===== src/tae_pkg.sv =====
// Package for the tempo autocorrelation estimator: widths, reset values,
// register indexes, state type and the structs passed between modules.
// No dependencies.
package tae_pkg;

    localparam int STORE_DEPTH = 1024;
    localparam int VALUE_WIDTH = 16;

    localparam int ADDR_W  = $clog2(STORE_DEPTH);
    localparam int CNT_W   = $clog2(STORE_DEPTH + 1);
    localparam int LAG_W   = 10;
    localparam int WIDE_W  = ((CNT_W > LAG_W) ? CNT_W : LAG_W) + 1;
    localparam int PROD_W  = 2 * VALUE_WIDTH;
    localparam int SUM_W   = 48;
    localparam int SCALE_W = 32;

    localparam int CFG_IDX_W  = 2;
    localparam int CFG_DATA_W = 32;

    localparam logic [CFG_IDX_W-1:0] REG_MIN_LAG     = 2'd0;
    localparam logic [CFG_IDX_W-1:0] REG_MAX_LAG     = 2'd1;
    localparam logic [CFG_IDX_W-1:0] REG_TEMPO_SCALE = 2'd2;

    localparam logic [LAG_W-1:0]   MIN_LAG_RESET     = 10'd25;
    localparam logic [LAG_W-1:0]   MAX_LAG_RESET     = 10'd86;
    localparam logic [SCALE_W-1:0] TEMPO_SCALE_RESET = 32'd1323000;
    localparam logic [SCALE_W-1:0] DEFAULT_TEMPO_Q8  = 32'd30720;
    localparam logic [CNT_W-1:0]   MIN_VALUES        = CNT_W'(4);

    localparam logic [SUM_W-1:0] SUM_MAX = '1;

    localparam int OUT_DATA_W = 96;

    typedef enum logic [2:0] {
        ST_LOAD,
        ST_SETUP,
        ST_SEARCH,
        ST_DIVIDE,
        ST_EMIT
    } state_t;

    typedef struct packed {
        logic             start;
        logic [CNT_W-1:0] n;
        logic [LAG_W-1:0] lo;
        logic [LAG_W-1:0] hi;
    } corr_cmd_t;

    typedef struct packed {
        logic             done;
        logic [LAG_W-1:0] lag;
        logic [SUM_W-1:0] sum;
    } corr_res_t;

    typedef struct packed {
        logic             valid;
        logic             first;
        logic             last;
        logic             final_lag;
        logic [LAG_W-1:0] lag;
    } pair_tag_t;

endpackage


===== src/tae_div.sv =====
// Restoring divider, one quotient bit per cycle: tempo_scale / lag.
// Depends on tae_pkg.
module tae_div (
    input  logic                          clk,
    input  logic                          rst_n,
    input  logic                          start,
    input  logic [tae_pkg::SCALE_W-1:0]   dividend,
    input  logic [tae_pkg::LAG_W-1:0]     divisor,
    output logic                          done,
    output logic [tae_pkg::SCALE_W-1:0]   quotient
);

    localparam int STEP_W = $clog2(tae_pkg::SCALE_W + 1);

    logic                          busy_reg;
    logic [STEP_W-1:0]             step_reg;
    logic [tae_pkg::SCALE_W-1:0]   quot_reg;
    logic [tae_pkg::LAG_W-1:0]     rem_reg;
    logic [tae_pkg::LAG_W-1:0]     div_reg;
    logic                          done_reg;

    logic [tae_pkg::LAG_W:0]       trial;
    logic                          take;
    logic [tae_pkg::LAG_W:0]       diff;

    assign trial = {rem_reg, quot_reg[tae_pkg::SCALE_W-1]};
    assign take  = (trial >= {1'b0, div_reg});
    assign diff  = trial - {1'b0, div_reg};

    always_ff @(posedge clk or negedge rst_n)
    begin
        if (!rst_n)
        begin
            busy_reg <= 1'b0;
            step_reg <= '0;
            done_reg <= 1'b0;
        end
        else
        begin
            done_reg <= 1'b0;
            if (start)
            begin
                busy_reg <= 1'b1;
                step_reg <= STEP_W'(tae_pkg::SCALE_W - 1);
            end
            else if (busy_reg)
            begin
                step_reg <= step_reg - 1'b1;
                if (step_reg == '0)
                begin
                    busy_reg <= 1'b0;
                    done_reg <= 1'b1;
                end
            end
        end
    end

    always_ff @(posedge clk)
    begin
        if (start)
        begin
            quot_reg <= dividend;
            rem_reg  <= '0;
            div_reg  <= divisor;
        end
        else if (busy_reg)
        begin
            quot_reg <= {quot_reg[tae_pkg::SCALE_W-2:0], take};
            rem_reg  <= take ? diff[tae_pkg::LAG_W-1:0] : trial[tae_pkg::LAG_W-1:0];
        end
    end

    assign done     = done_reg;
    assign quotient = quot_reg;

endmodule


===== config.mk =====
export PLATFORM = sky130hd
export DESIGN_NAME = tae_div
export DESIGN_NICKNAME = d
export VERILOG_FILES = /design/src/tae_pkg.sv /design/src/tae_div.sv
export SDC_FILE = /design/constraint.sdc
export NUM_CORES = 1
export LEC_CHECK = 0
export BUFFER_PORTS_ARGS = -buffer_cell sky130_fd_sc_hd__buf_2
export CAP_MARGIN = 0
export CORE_ASPECT_RATIO = 0.6
export CORE_MARGIN = 1
export CORE_UTILIZATION = 35
export DETAILED_ROUTE_END_ITERATION = 16
export MAX_ROUTING_LAYER = met4
export PLACE_DENSITY_LB_ADDON = 0.12
export SLEW_MARGIN = 20
export SYNTH_ARGS = -nofsm -noshare
export SYNTH_HDL_FRONTEND = slang
export SYNTH_SLANG_ARGS = --single-unit

===== constraint.sdc =====
create_clock -name clk -period 3.1 [get_ports clk]
set_input_delay 0.62 -clock clk [delete_from_list [all_inputs] [get_ports clk]]
set_output_delay 0.62 -clock clk [all_outputs]
set_load 0.03 [all_outputs]

# Word-level counts from Yosys, hierarchy flattened
# Index checks and enable logic that the tools add are counted.
[op_classes]
n_reduce_logical = 2
addsub = 2
order_cmp = 1
n_mux = 11
[ops]
columns = ["op", "n"]
rows = [
  ["$mux W32", 2],
  ["$mux W6", 2],
  ["$ge A11 B10 Y1", 1],
  ["$mux W10", 1],
  ["$sub A10 B10 Y10", 1],
  ["$logic_not A6 Y1", 1],
  ["$mux W1", 6],
  ["$sub A6 B1 Y6 const B", 1],
  ["$reduce_bool A2 Y1", 1],
]
[totals]
word_cells = 22
output_inout_bits = 33
ff_bits = 60
input_bits = 45

# Longest topological paths before layout
[logic_depth]
ltp_word = 4
mapped_depth = 10
ltp_nobuf = 10

# Worst setup path before layout
# OpenSTA, ideal clock, no wires.
[synth_timing]
path_kind = "input to register"
start = "input start"
end = "register quot_reg, in the netlist quotient[0], enable pin"
t_arrival_ps = 1874
n_path_buf = 2
slack_ps = 839
t_required_ps = 2713
cell_stages = 4
cell_sequence = "clkbuf_1 > buf_1 > nor2_1 > inv_1"
[synth_between]
elab_chain_len = 1
[synth_lines]
columns = ["element", "line_no", "text"]
rows = [
  ["from (decl)", "tae_div.sv:6", "input logic start,"],
  ["$reduce_bool A2 Y1 (no source line)", "n/a", ""],
  ["to (signal assigned)", "tae_div.sv:62", "quot_reg <= dividend;"],
  ["to (signal assigned)", "tae_div.sv:68", "quot_reg <= {quot_reg[tae_pkg::SCALE_W-2:0], take};"],
  ["to (decl)", "tae_div.sv:17", "logic [tae_pkg::SCALE_W-1:0] quot_reg;"],
]
# Every way passes these cells.
# A chain may end at the register's enable or synchronous reset.

# Worst setup path in the final report
[layout_timing]
start = "register div_reg[3] (netlist name)"
end = "register rem_reg[4] (netlist name)"
[layout_between]
elab_chain_len = 2
word_cells_on_any_way = 3
classes_between = "1 x add/sub; 1 x order compare; 1 x mux"
[layout_lines]
columns = ["element", "line_no", "text"]
rows = [
  ["from (decl)", "tae_div.sv:19", "logic [tae_pkg::LAG_W-1:0] div_reg;"],
  ["from (signal assigned)", "tae_div.sv:64", "div_reg <= divisor;"],
  ["$sub A10 B10 Y10 / $ge A11 B10 Y1 (equally long branches)", "tae_div.sv:28, tae_div.sv:27", ""],
  ["$mux W10 (*)", "tae_div.sv:69", "rem_reg <= take ? diff[tae_pkg::LAG_W-1:0] : trial[tae_pkg::LAG_W-1:0];"],
  ["to (signal assigned)", "tae_div.sv:69", ""],
  ["to (decl)", "tae_div.sv:18", "logic [tae_pkg::LAG_W-1:0] rem_reg;"],
]
# Every way passes the cells marked *; elsewhere a longest branch is shown, timed or not.

==> flow_summary_export.csv <==
group,metric,value,unit
outcome,outcome,"finished clean",
floorplanning,rows,25,
clocking,cts_root_buf,"clkbuf_16",
synthesis,ys_ff_latch,60,
route,drcViolationCount,0,
route,route.detailed.wl_per_inst,14.4,um
clocking,cts_resized,0,
synthesis,yosys-top-cells-area,"edfxtp_1 (42%), mux2_2 (12%), dfrtp_1 (6.7%)",
global_routing,grt_pass1_vias,1880,
synthesis,async_flop_share,13.3,%
timing,slew_headroom,48.2,%
run,maxCapViolations,0,
floorplanning,design.die.area,8930,um^2
place,gp_congestion,0.833,
setup_path,cp_top_family,"compound AO/OA/AOI/OAI gates",
cells_and_area,n_antenna_cell,0,
place,dpl.hpwl,4.33,mm
synthesis,synthFlopType,"edfxtp_1",
synthesis,synth_top_area_share,42.2,%
clocking,cts_buffer_depth,2,
synthesis,synth_common_cells,"edfxtp_1 (42), mux2_2 (31), nor2_1 (18)",
synthesis,synth_top_area_cell,"edfxtp_1",
route,drtIter0Drc,104,
clocking,insertion_delay,0.33,ns
floorplanning,initial_core_util,37.1,%
clocking,cts_tree,"yes",
power,powerDensity,771,nW/um^2
timing,finalSetupViolations,0,
global_routing,grt_pass1_wl,9.66,mm
clocking,cts_made_buffers,9,
cells_and_area,n_fill_cell,755,
timing,min_period,2.32,ns
global_routing,grt_util_all_layers,15.4,%
timing,rsz0062_at_grt,"false",
synthesis,ys_seq_area_share,55.5,%
cells_and_area,drive_above_1_share,41.5,%
setup_path,crit_arrival,2.49,ns
cells_and_area,fin_nets,371,
synthesis,syn-cell-area,2990,um^2
power,leakagePower,1.68,nW
synthesis,syn_area_per_cell,12.9,um^2
synthesis,syn_inst,232,
route,viasPerCell,4.74,
timing,worstMarginPinSlew,0.777,ns
place,io_buffers,77,
route,vias,2018,
synthesis,synth_cell_type_count,51,
floorplanning,ioPinCount,78,
timing,clock_skew,0.00510,ns
global_routing,antenna_found_initial,0,
floorplanning,coreArea,8070,um^2
setup_path,crit_buf_inv,1,
clocking,post-cts-setup-buffer-count,0,
timing,timing.hold.ws,0.126,ns
hold_path,hp-class,"input pin to async pin",
setup_path,start_kind,"flop",
route,wirelength,6.12,mm
global_routing,grt_max_degree,33,
floorplanning,die-height,73.6,um
cells_and_area,largest_reg_flops,32,
clocking,htreeDepth,3,
synthesis,synth_warnings,0,
route,drtPass1Iterations,4,
setup_path,critPathMaxStageDelay,0.57,ns
synthesis,synth_nets,290,
synthesis,post-synth-top-count-cell,"edfxtp_1",
power,ir_drop,0.325,mV
clocking,clk_pin_slew,0.05,ns
timing,hold_viol,0,
clocking,cts_sinks,60,
setup_path,cp_data_required_time,3.27,ns
setup_path,worst-path-max-fanout,15,
timing,final.period_utilization,74.8,%
cells_and_area,area_delta_synth_final,27.3,%
setup_path,cp-end-kind,"flop",
route,drtAntennaViolNets,0,
synthesis,synth-edff-count,42,
global_routing,grt_remaining_overflow,0,
setup_path,path_class,"flop to flop",
setup_path,critical_path.cell_chain,"inv_1, ha_1, a21o_1, a21oi_2, a2111oi_4, nor3_4, mux2i_1, a211oi_1",
timing,fmax,431,MHz
clocking,cts_hold_buffers,0,
timing,timing_max_transition_violations_final,0,
floorplanning,die_w,121,um
setup_path,crit_slowest_cell,"nor3_4",
timing,tns,0,ns
## layer usage
metal  track usage [%]  up-vias  wire, um
met4              5.35        0        61
met1              22.3      938      3280
met2              18.8       56      2420
li1                  -     1016         -
met5                 -        -         0
met3              5.98        8       352
## power by group
group / internal [mW] / total [mW] / switching, mW
sequential: 0.985 / 1.06 / 0.0795
combinational: 0.348 / 0.813 / 0.465
clock: 0.720 / 1.06 / 0.340
total: 2.05 / 2.94 / 0.884
## worst register-to-register path, cell delays in order (launching register included)
cell,delay [ns]
edfxtp_1,0.31
inv_1,0.04
ha_1,0.35
a21o_1,0.22
a21oi_2,0.22
a2111oi_4,0.12
nor3_4,0.57
mux2i_1,0.26
a211oi_1,0.08
## path summary, 6_finish.rpt
kind | startpoint | to | slack [ns] | depth (start not counted)
setup / recovery | div_reg[3] | rem_reg[4] | 0.78 | 8
hold / removal | rst_n | step_reg[2] | 0.13 | 1
setup reg to reg | div_reg[3] | rem_reg[4] | 0.78 | 8
hold reg to reg | rem_reg[4] | rem_reg[4] | 0.52 | 2
max in group asynchronous | rst_n | step_reg[3] | 2.80 | 1
min in group clk | divisor[4] | div_reg[4] | 0.47 | 1
## cells by family (layout without fill, tap and decap cells)
logic type               count (synthesis)  in the layout  synth area share [%]
AND/OR/NAND/NOR                         51             51                  9.20
adder cells (fa/ha/maj)                 13             13                  5.69
multiplexers                            36             36                  13.3
AO/OA/AOI/OAI                           34             34                  9.20
buffers and inverters                   26            112                  3.51
flip-flops                              60             60                  55.5
XOR/XNOR                                12             12                  3.51
## cell usage in the layout (no fill, tap or decap), drive strengths merged, types with 3 or more instances in the layout
cell	instances
a211oi	6
a21o	5
a21oi	4
buf	80
clkbuf	11
clkinv	3
dfrtp	8
dfxtp	10
edfxtp	42
ha	12
inv	16
mux2	31
mux2i	5
nand2	9
nand2b	6
nor2	18
nor3	3
o21ai	4
xnor2	6
xor2	6
## final cells by class
class	instances	area, um^2	share of cell area (%)
repair buffers	80	408	10.7
clock buffers	11	243	6.38
multi-input cells	146	1220	32.2
flip-flops and latches	60	1660	43.6
inverters	16	60.1	1.58
clock inverters	5	75.1	1.97
well taps	108	135	3.55
## per-stage QoR
step	util, %	std cells	setup slack (ns)	total power, mW	cell area (um^2)
2_1_floorplan	-	232	0.839	1.70	2990
3_3_place_gp	43.2	410	0.821	1.89	3490
3_5_place_dp	43.2	410	0.797	1.88	3490
4_1_cts	47.2	426	0.802	2.96	3810
5_1_grt	47.2	426	0.577	3.09	3810
6_report	47.2	426	0.782	2.94	3810
No activity file was read; power rests on OpenSTA's default activity.
