[src/tae_pkg.sv]
// Package for the tempo autocorrelation estimator: widths, reset values,
// register indexes, state type and the structs passed between modules.
// No dependencies.
package tae_pkg;

    localparam int STORE_DEPTH = 1024;
    localparam int VALUE_WIDTH = 16;

    localparam int ADDR_W  = $clog2(STORE_DEPTH);
    localparam int CNT_W   = $clog2(STORE_DEPTH + 1);
    localparam int LAG_W   = 10;
    localparam int WIDE_W  = ((CNT_W > LAG_W) ? CNT_W : LAG_W) + 1;
    localparam int PROD_W  = 2 * VALUE_WIDTH;
    localparam int SUM_W   = 48;
    localparam int SCALE_W = 32;

    localparam int CFG_IDX_W  = 2;
    localparam int CFG_DATA_W = 32;

    localparam logic [CFG_IDX_W-1:0] REG_MIN_LAG     = 2'd0;
    localparam logic [CFG_IDX_W-1:0] REG_MAX_LAG     = 2'd1;
    localparam logic [CFG_IDX_W-1:0] REG_TEMPO_SCALE = 2'd2;

    localparam logic [LAG_W-1:0]   MIN_LAG_RESET     = 10'd25;
    localparam logic [LAG_W-1:0]   MAX_LAG_RESET     = 10'd86;
    localparam logic [SCALE_W-1:0] TEMPO_SCALE_RESET = 32'd1323000;
    localparam logic [SCALE_W-1:0] DEFAULT_TEMPO_Q8  = 32'd30720;
    localparam logic [CNT_W-1:0]   MIN_VALUES        = CNT_W'(4);

    localparam logic [SUM_W-1:0] SUM_MAX = '1;

    localparam int OUT_DATA_W = 96;

    typedef enum logic [2:0] {
        ST_LOAD,
        ST_SETUP,
        ST_SEARCH,
        ST_DIVIDE,
        ST_EMIT
    } state_t;

    typedef struct packed {
        logic             start;
        logic [CNT_W-1:0] n;
        logic [LAG_W-1:0] lo;
        logic [LAG_W-1:0] hi;
    } corr_cmd_t;

    typedef struct packed {
        logic             done;
        logic [LAG_W-1:0] lag;
        logic [SUM_W-1:0] sum;
    } corr_res_t;

    typedef struct packed {
        logic             valid;
        logic             first;
        logic             last;
        logic             final_lag;
        logic [LAG_W-1:0] lag;
    } pair_tag_t;

endpackage

[src/tae_corr.sv]
// Lag search engine: walks the onset store for each lag, multiplies and
// accumulates pairs, keeps the first lag with the largest sum.
// Depends on tae_pkg; drives the read ports of tae_ram.
module tae_corr (
    input  logic                                  clk,
    input  logic                                  rst_n,
    input  tae_pkg::corr_cmd_t                    cmd,
    output logic [tae_pkg::ADDR_W-1:0]            raddr_a,
    output logic [tae_pkg::ADDR_W-1:0]            raddr_b,
    input  logic [tae_pkg::VALUE_WIDTH-1:0]       rdata_a,
    input  logic [tae_pkg::VALUE_WIDTH-1:0]       rdata_b,
    output tae_pkg::corr_res_t                    res
);

    logic                         issue_reg;
    logic [tae_pkg::LAG_W-1:0]    lag_reg;
    logic [tae_pkg::ADDR_W-1:0]   idx_reg;
    logic [tae_pkg::CNT_W-1:0]    n_reg;
    logic [tae_pkg::LAG_W-1:0]    hi_reg;

    tae_pkg::pair_tag_t           tag_next;
    tae_pkg::pair_tag_t           p1_reg;
    tae_pkg::pair_tag_t           p2_reg;
    tae_pkg::pair_tag_t           p3_reg;
    logic [tae_pkg::PROD_W-1:0]   prod_reg;
    logic [tae_pkg::SUM_W-1:0]    acc_reg;
    logic [tae_pkg::SUM_W-1:0]    acc_next;
    logic [tae_pkg::SUM_W:0]      acc_wide;

    logic [tae_pkg::SUM_W-1:0]    best_sum_reg;
    logic [tae_pkg::LAG_W-1:0]    best_lag_reg;
    logic                         found_reg;
    logic                         done_reg;

    logic [tae_pkg::WIDE_W-1:0]   pos_b;
    logic [tae_pkg::WIDE_W-1:0]   last_pos;

    assign pos_b    = tae_pkg::WIDE_W'(idx_reg) + tae_pkg::WIDE_W'(lag_reg);
    assign last_pos = tae_pkg::WIDE_W'(n_reg) - tae_pkg::WIDE_W'(1);
    assign raddr_a  = idx_reg;
    assign raddr_b  = pos_b[tae_pkg::ADDR_W-1:0];

    always_comb
    begin
        tag_next.valid     = issue_reg;
        tag_next.first     = (idx_reg == '0);
        tag_next.last      = (pos_b == last_pos);
        tag_next.final_lag = (lag_reg == hi_reg);
        tag_next.lag       = lag_reg;
    end

    // saturating accumulate; the first pair of a lag restarts the sum
    assign acc_wide = {1'b0, acc_reg} + (tae_pkg::SUM_W + 1)'(prod_reg);
    always_comb
    begin
        if (p2_reg.first)
        begin
            acc_next = tae_pkg::SUM_W'(prod_reg);
        end
        else if (acc_wide[tae_pkg::SUM_W])
        begin
            acc_next = tae_pkg::SUM_MAX;
        end
        else
        begin
            acc_next = acc_wide[tae_pkg::SUM_W-1:0];
        end
    end

    // address sequencer
    always_ff @(posedge clk or negedge rst_n)
    begin
        if (!rst_n)
        begin
            issue_reg <= 1'b0;
            lag_reg   <= '0;
            idx_reg   <= '0;
            n_reg     <= '0;
            hi_reg    <= '0;
        end
        else if (cmd.start)
        begin
            issue_reg <= 1'b1;
            lag_reg   <= cmd.lo;
            idx_reg   <= '0;
            n_reg     <= cmd.n;
            hi_reg    <= cmd.hi;
        end
        else if (issue_reg)
        begin
            if (tag_next.last)
            begin
                idx_reg <= '0;
                if (tag_next.final_lag)
                begin
                    issue_reg <= 1'b0;
                end
                else
                begin
                    lag_reg <= lag_reg + 1'b1;
                end
            end
            else
            begin
                idx_reg <= idx_reg + 1'b1;
            end
        end
    end

    // pipeline tags: RAM read, multiply, accumulate
    always_ff @(posedge clk or negedge rst_n)
    begin
        if (!rst_n)
        begin
            p1_reg <= '0;
            p2_reg <= '0;
            p3_reg <= '0;
        end
        else
        begin
            p1_reg <= tag_next;
            p2_reg <= p1_reg;
            p3_reg <= p2_reg;
        end
    end

    always_ff @(posedge clk)
    begin
        prod_reg <= tae_pkg::PROD_W'(rdata_a) * tae_pkg::PROD_W'(rdata_b);
        if (p2_reg.valid)
        begin
            acc_reg <= acc_next;
        end
    end

    // best-lag compare, one lag per completed sum
    always_ff @(posedge clk or negedge rst_n)
    begin
        if (!rst_n)
        begin
            best_sum_reg <= '0;
            best_lag_reg <= '0;
            found_reg    <= 1'b0;
            done_reg     <= 1'b0;
        end
        else
        begin
            done_reg <= p3_reg.valid && p3_reg.last && p3_reg.final_lag;
            if (cmd.start)
            begin
                found_reg <= 1'b0;
            end
            else if (p3_reg.valid && p3_reg.last)
            begin
                found_reg <= 1'b1;
                if (!found_reg || (acc_reg > best_sum_reg))
                begin
                    best_sum_reg <= acc_reg;
                    best_lag_reg <= p3_reg.lag;
                end
            end
        end
    end

    always_comb
    begin
        res.done = done_reg;
        res.lag  = best_lag_reg;
        res.sum  = best_sum_reg;
    end

endmodule

[config.mk]
export PLATFORM = sky130hd
export DESIGN_NAME = tae_corr
export DESIGN_NICKNAME = d
export VERILOG_FILES = /design/src/tae_pkg.sv /design/src/tae_corr.sv
export SDC_FILE = /design/constraint.sdc
export NUM_CORES = 1
export LEC_CHECK = 0
export BUFFER_PORTS_ARGS = -buffer_cell sky130_fd_sc_hd__buf_2
export CAP_MARGIN = 10
export CORE_MARGIN = 3
export CORE_UTILIZATION = 40
export CTS_CLUSTER_SIZE = 20
export DETAILED_ROUTE_END_ITERATION = 8
export GPL_TIMING_DRIVEN = 0
export PLACE_DENSITY = 0.64
export SLEW_MARGIN = 20
export SYNTH_ARGS = -nofsm -noshare
export SYNTH_HDL_FRONTEND = slang
export SYNTH_SLANG_ARGS = --single-unit
[constraint.sdc]
create_clock -name clk -period 6.9 [get_ports clk]
set_input_delay 0.345 -clock clk [delete_from_list [all_inputs] [get_ports clk]]
set_output_delay 0.345 -clock clk [all_outputs]
set_load 0.1 [all_outputs]
======== Yosys cells after proc, flatten, opt, wreduce, memory -nomap -nowiden ========
Cells that the tools add are included.
word-level totals
  bits in registers ....................... 223
  input bits .............................. 66
  output and inout bits ................... 79
  word-level logic and storage cells ...... 62
cells by class
  add/subtract/negate cells ............... 5
  multipliers ............................. 1
  $lt $le $gt $ge ......................... 1
  equal/unequal tests ..................... 3
  multiplexer cells ....................... 15
  bitwise gates (word level) .............. 1
  reductions and logical operators ........ 10
operators with widths
  kind                                                                  number
  10-bit 2-to-1 mux                                                     7
  48-bit by 32-bit adder with 49-bit output                             1
  48-bit greater-than comparator                                        1
  48-bit 2-to-1 mux                                                     1
  16-bit by 16-bit multiplier with 32-bit output                        1
  32-bit 2-to-1 mux                                                     1
  10-bit by 1-bit adder with 10-bit output, second input constant       2
  11-bit by 12-bit == test with 1-bit output                            1
  11-bit by 1-bit subtractor with 12-bit output, second input constant  1
  10-bit by 10-bit adder with 11-bit output                             1
  10-bit == test                                                        1
  10-bit logical NOT                                                    1
  1-bit 2-to-1 mux                                                      6
  3-bit AND reduction                                                   2
  2-bit nonzero test                                                    3
  1-bit logical AND                                                     2
  2-bit != test, second input constant                                  1
  1-bit logical NOT                                                     1
  1-bit logical OR                                                      1
  1-bit NOT                                                             1

======== Logic depth before layout (Yosys ltp) ========
  depth after elaboration ................. 5
  mapped depth ............................ 24

======== Worst setup path before layout ========
Ideal clock, no wire load.
  path kind ............................... input to register
  start ................................... input rdata_a[5] in the netlist's numbering
  end ..................................... register prod_reg[31] in the netlist's numbering
  setup time .............................. 0.120 ns
  arrival time ............................ 5.981 ns
  required time ........................... 6.780 ns
  path slack .............................. 0.799 ns
  cell stages on the path ................. 23
  path buffers ............................ 1
  cells stage by stage .................... clkbuf_1 -> nand2_1 -> fa_1 -> inv_1 -> fa_1 -> inv_1 -> fa_1 -> inv_1 -> fa_1 -> fa_1 -> inv_1 -> fa_1 -> inv_1 -> ha_1 -> and3_1 -> and4_1 -> nand3_1 -> a31oi_1 -> a221o_1 -> o221a_2 -> a211oi_1 -> a21oi_1 -> xnor2_1
on the way
  longest elaborated chain between the ends .. 1
RTL lines
  item                                            line             RTL
  start: declaration                              tae_corr.sv:10   input logic [tae_pkg::VALUE_WIDTH-1:0] rdata_a,
  16-bit by 16-bit multiplier with 32-bit output  tae_corr.sv:129  prod_reg <= tae_pkg::PROD_W'(rdata_a) * tae_pkg::PROD_W'(rdata_b);
  end signal: assignment                          tae_corr.sv:129
  end: declaration                                tae_corr.sv:25   logic [tae_pkg::PROD_W-1:0] prod_reg;
No other way between the ends.
A chain may end at the register's enable or synchronous reset.

======== Worst setup path after layout ========
  start ................................... input rdata_a[7] in the netlist's numbering
  end ..................................... register prod_reg[31] in the netlist's numbering
Same word-level chain as after synthesis.

==> impl_metrics.toml <==
[outcome]
status = "completed"

[critical_path]
reg2reg_depth = 11
required_ns = 7.36
critPathTopFamily = "adder cells"
criticalPathCategory = "in2reg"
slowest_stage = "clkbuf_1"
reg2reg_to = "acc_reg[16]$_DFFE_PP_"
worst_path_most_repeated_cell = "fa_1"
reg2reg_slack_ns = 3.06
slowest_delay_ns = 0.58
crit_path_cell_trace = "buf_2 -> clkbuf_1 -> nand2_1 -> fa_1 -> inv_1 -> fa_1 -> fa_1 -> fa_1 -> fa_1 -> inv_1 -> fa_1 -> inv_1 -> ha_1 -> and3_1 -> and4_1 -> nand3_1 -> a31oi_1 -> a221o_1 -> o221a_2 -> a211oi_1 -> a21oi_1 -> xnor2_1"
crit_fanout = 10
reg2reg_from = "acc_reg[15]$_DFFE_PP_"
critPathLaunchType = "primary input"
crit_buf_inv = 5
end_kind = "flop"
critPathArrivalTime_ns = 7.01

[floorplanning]
coreArea_um2 = 50700
fp-row-count = 82
start_util_pct = 40.9
dieArea_um2 = 54600
dieWidth_um = 234
die_y_um = 234
io_pins = 145

[timing]
rsz0062_at_grt = "false"
period_share_pct = 94.9
slew_viol_final = 0
max_freq_ghz = 0.153
skew_ns = 0.0196
setup_viol = 0
setup_ws_ns = 0.349
final_hold_viol_count = 0
max_slew_margin_pct = 43.1
tightest_slew_ns = 0.847
holdWs_ns = 0.0227
finalCriticalPeriod_ns = 6.55

[pwr]
comb_power_share_pct = 68.4
power_leakage_nw = 11.3
clkPwrFrac_pct = 12.9
p_int_w = 0.00568
p_seq_share_pct = 18.8
ir_drop_uv = 337
pwr_density_cell_nw_per_um2 = 455
power_switching_w = 0.00489
swShare_pct = 46.3

[route]
vias_per_cell = 5.21
vias = 15400
ant_nets = 0
first_iter_violations = 850
remaining_drc_errors = 0
wl_um = 52400
first_pass_iters = 5
wire_per_inst_um = 17.7

[yosys]
ys_ff_latch = 223
synthesis.nets = 2555
synth_top_area_cell = "fa_1"
async_flop_share_pct = 64.1
ys_warn_count = 0
ys_types = 94
synth_top_area_share_pct = 18.9
synthTopCellsByArea = "fa_1, dfrtp_1, ha_1"
ys.flop_type = "dfrtp_1"
ys_seq_area_share_pct = 27.3
syn_inst = 2095
syn_area_per_cell_um2 = 9.90
synth_edf_count = 48
synth_area_um2 = 20700

[clock_network]
cts_setup_buffers = 0
cts.sinks = 223
htreeDepth = 1
clk_latency_ns = 0.54
cts_tree = "built"
clock_path_buffers = 3
ctsResizeCount = 0
cts_hold_buf = 1
cts_made_buffers = 25
clk_pin_slew_ns = 0.06
cts-root-buf = "clkbuf_16"

[hold_path]
min_from = "cmd[16]"
hp-class = "in2reg"
min_path_cells = 3
min_to = "lag_reg[6]$_DFFE_PN0P_"

[placed_design]
dp_slack_ns = -0.176
dp_hpwl_um = 42500
routabilityCongestion = 0.915
portBuffers = 143

[final_layout]
area_growth_pct = 11.9
diodes = 0
nNetsFinal = 2727
post_route_cells_drive_above_1_share_pct = 14.3

[global_route]
track_usage_pct = 19.5
overflow = 0
grt_max_degree = 104
antenna_found_initial = 0
grt_pass1_wl_um = 84700
grt_pass1_vias = 16100

[job]
drv_cap = 0
worst reg2reg max path, delay by kind of cell (launching register included):
family,cells,cell delay (ns)
and+or+nand+nor,1,0.41
buffers and inverters,1,0.34
adders and majority gates,1,0.39
DFF,1,0.47
AOI/OAI and AO/OA,8,1.96
cell type report:
| type | count | area (um^2) |
|---|---|---|
| buffer | 67 | 352 |
| inverter | 324 | 1220 |
| clock inverter | 16 | 154 |
| timing repair buffer | 145 | 763 |
| multi-input combinational | 1481 | 13500 |
| sequential | 223 | 5660 |
| clock buffer | 30 | 706 |
| tap | 672 | 841 |
| fill | 4867 | 27500 |
cell usage in the layout (no fill, tap or decap), drive strengths merged, types with 28 or more instances in the layout:
master | Yosys | layout
inv | 323 | 326
ha | 198 | 198
fa | 196 | 196
nand2 | 192 | 192
buf | 17 | 161
dfrtp | 143 | 143
and2 | 137 | 137
a21oi | 111 | 111
clkbuf | 50 | 80
mux2 | 78 | 78
xnor2 | 66 | 66
nor2 | 63 | 63
a21o | 55 | 55
edfxtp | 48 | 48
o21ai | 47 | 47
dfxtp | 32 | 32
nor3 | 32 | 32
nand3 | 28 | 28
nand4 | 28 | 28
stage by stage:
stage               area [um^2]  std cells  power (W)  utilization, %  TNS (ns)
detailed placement        22300       2911    0.00917            44.1    -0.327
global placement          22300       2910    0.00900            44.0    -0.152
CTS                       23200       2958     0.0106            45.8         0
floorplan                 20700       2095    0.00766               -         0
global route              23200       2958     0.0118            45.8         0
finish                    23200       2958     0.0106            45.8         0
how the worst max path moves through the flow:
stage                     cells after the start              endpoint       start
after floorplan                              23  prod_reg[31]$_DFF_P_  rdata_a[5]
after global placement                       24  prod_reg[31]$_DFF_P_  rdata_a[5]
after detailed placement                     22  prod_reg[31]$_DFF_P_  rdata_a[7]
after CTS                                    22  prod_reg[31]$_DFF_P_  rdata_a[7]
after global routing                         24  prod_reg[31]$_DFF_P_  rdata_a[5]
final                                        22  prod_reg[31]$_DFF_P_  rdata_a[7]
routing by layer:
metal  part of all wire, %  vias up  track usage (%)
met4                   3.6        0             6.54
met1                    44     7539             26.2
li1                      -     7325                -
met5                     0        -                0
met2                    47      438             32.2
met3                   5.6      101             2.89
logic make-up (layout without fill, tap and decap cells):
kind of cell,after synthesis,after routing,synth area share (%)
xor gates and xnor gates,94,94,4.25
AOI/OAI and AO/OA,338,338,10.9
muxes,85,85,4.57
and+or+nand+nor,570,570,14.5
adders and majority gates,394,394,30.9
DFF,223,223,27.3
buffers and inverters,391,582,7.56
Yosys cell counts, drive strengths merged, types with 18 or more instances:
cell type and n:
dfxtp 32, nand4 28, and2 137, a21o 55
fa 196, nor3 32, ha 198, nor2 63
nor2b 24, a211oi 18, and3 19, clkbuf 50
a21oi 111, inv 323, nand3 28, nand2 192
dfrtp 143, xnor2 66, mux2 78, o21ai 47
xor2 24, edfxtp 48
power by group through the flow:
| stage | logic, W | clock network [W] | registers (W) |
|---|---|---|---|
| detailed placement | 0.00717 | 0 | 0.00201 |
| CTS | 0.00724 | 0.00139 | 0.00198 |
| finish | 0.00722 | 0.00136 | 0.00198 |
| global placement | 0.00700 | 0 | 0.00200 |
| global route | 0.00829 | 0.00145 | 0.00201 |
| floorplan | 0.00571 | 0 | 0.00195 |
No activity file was read; power rests on OpenSTA's default activity.
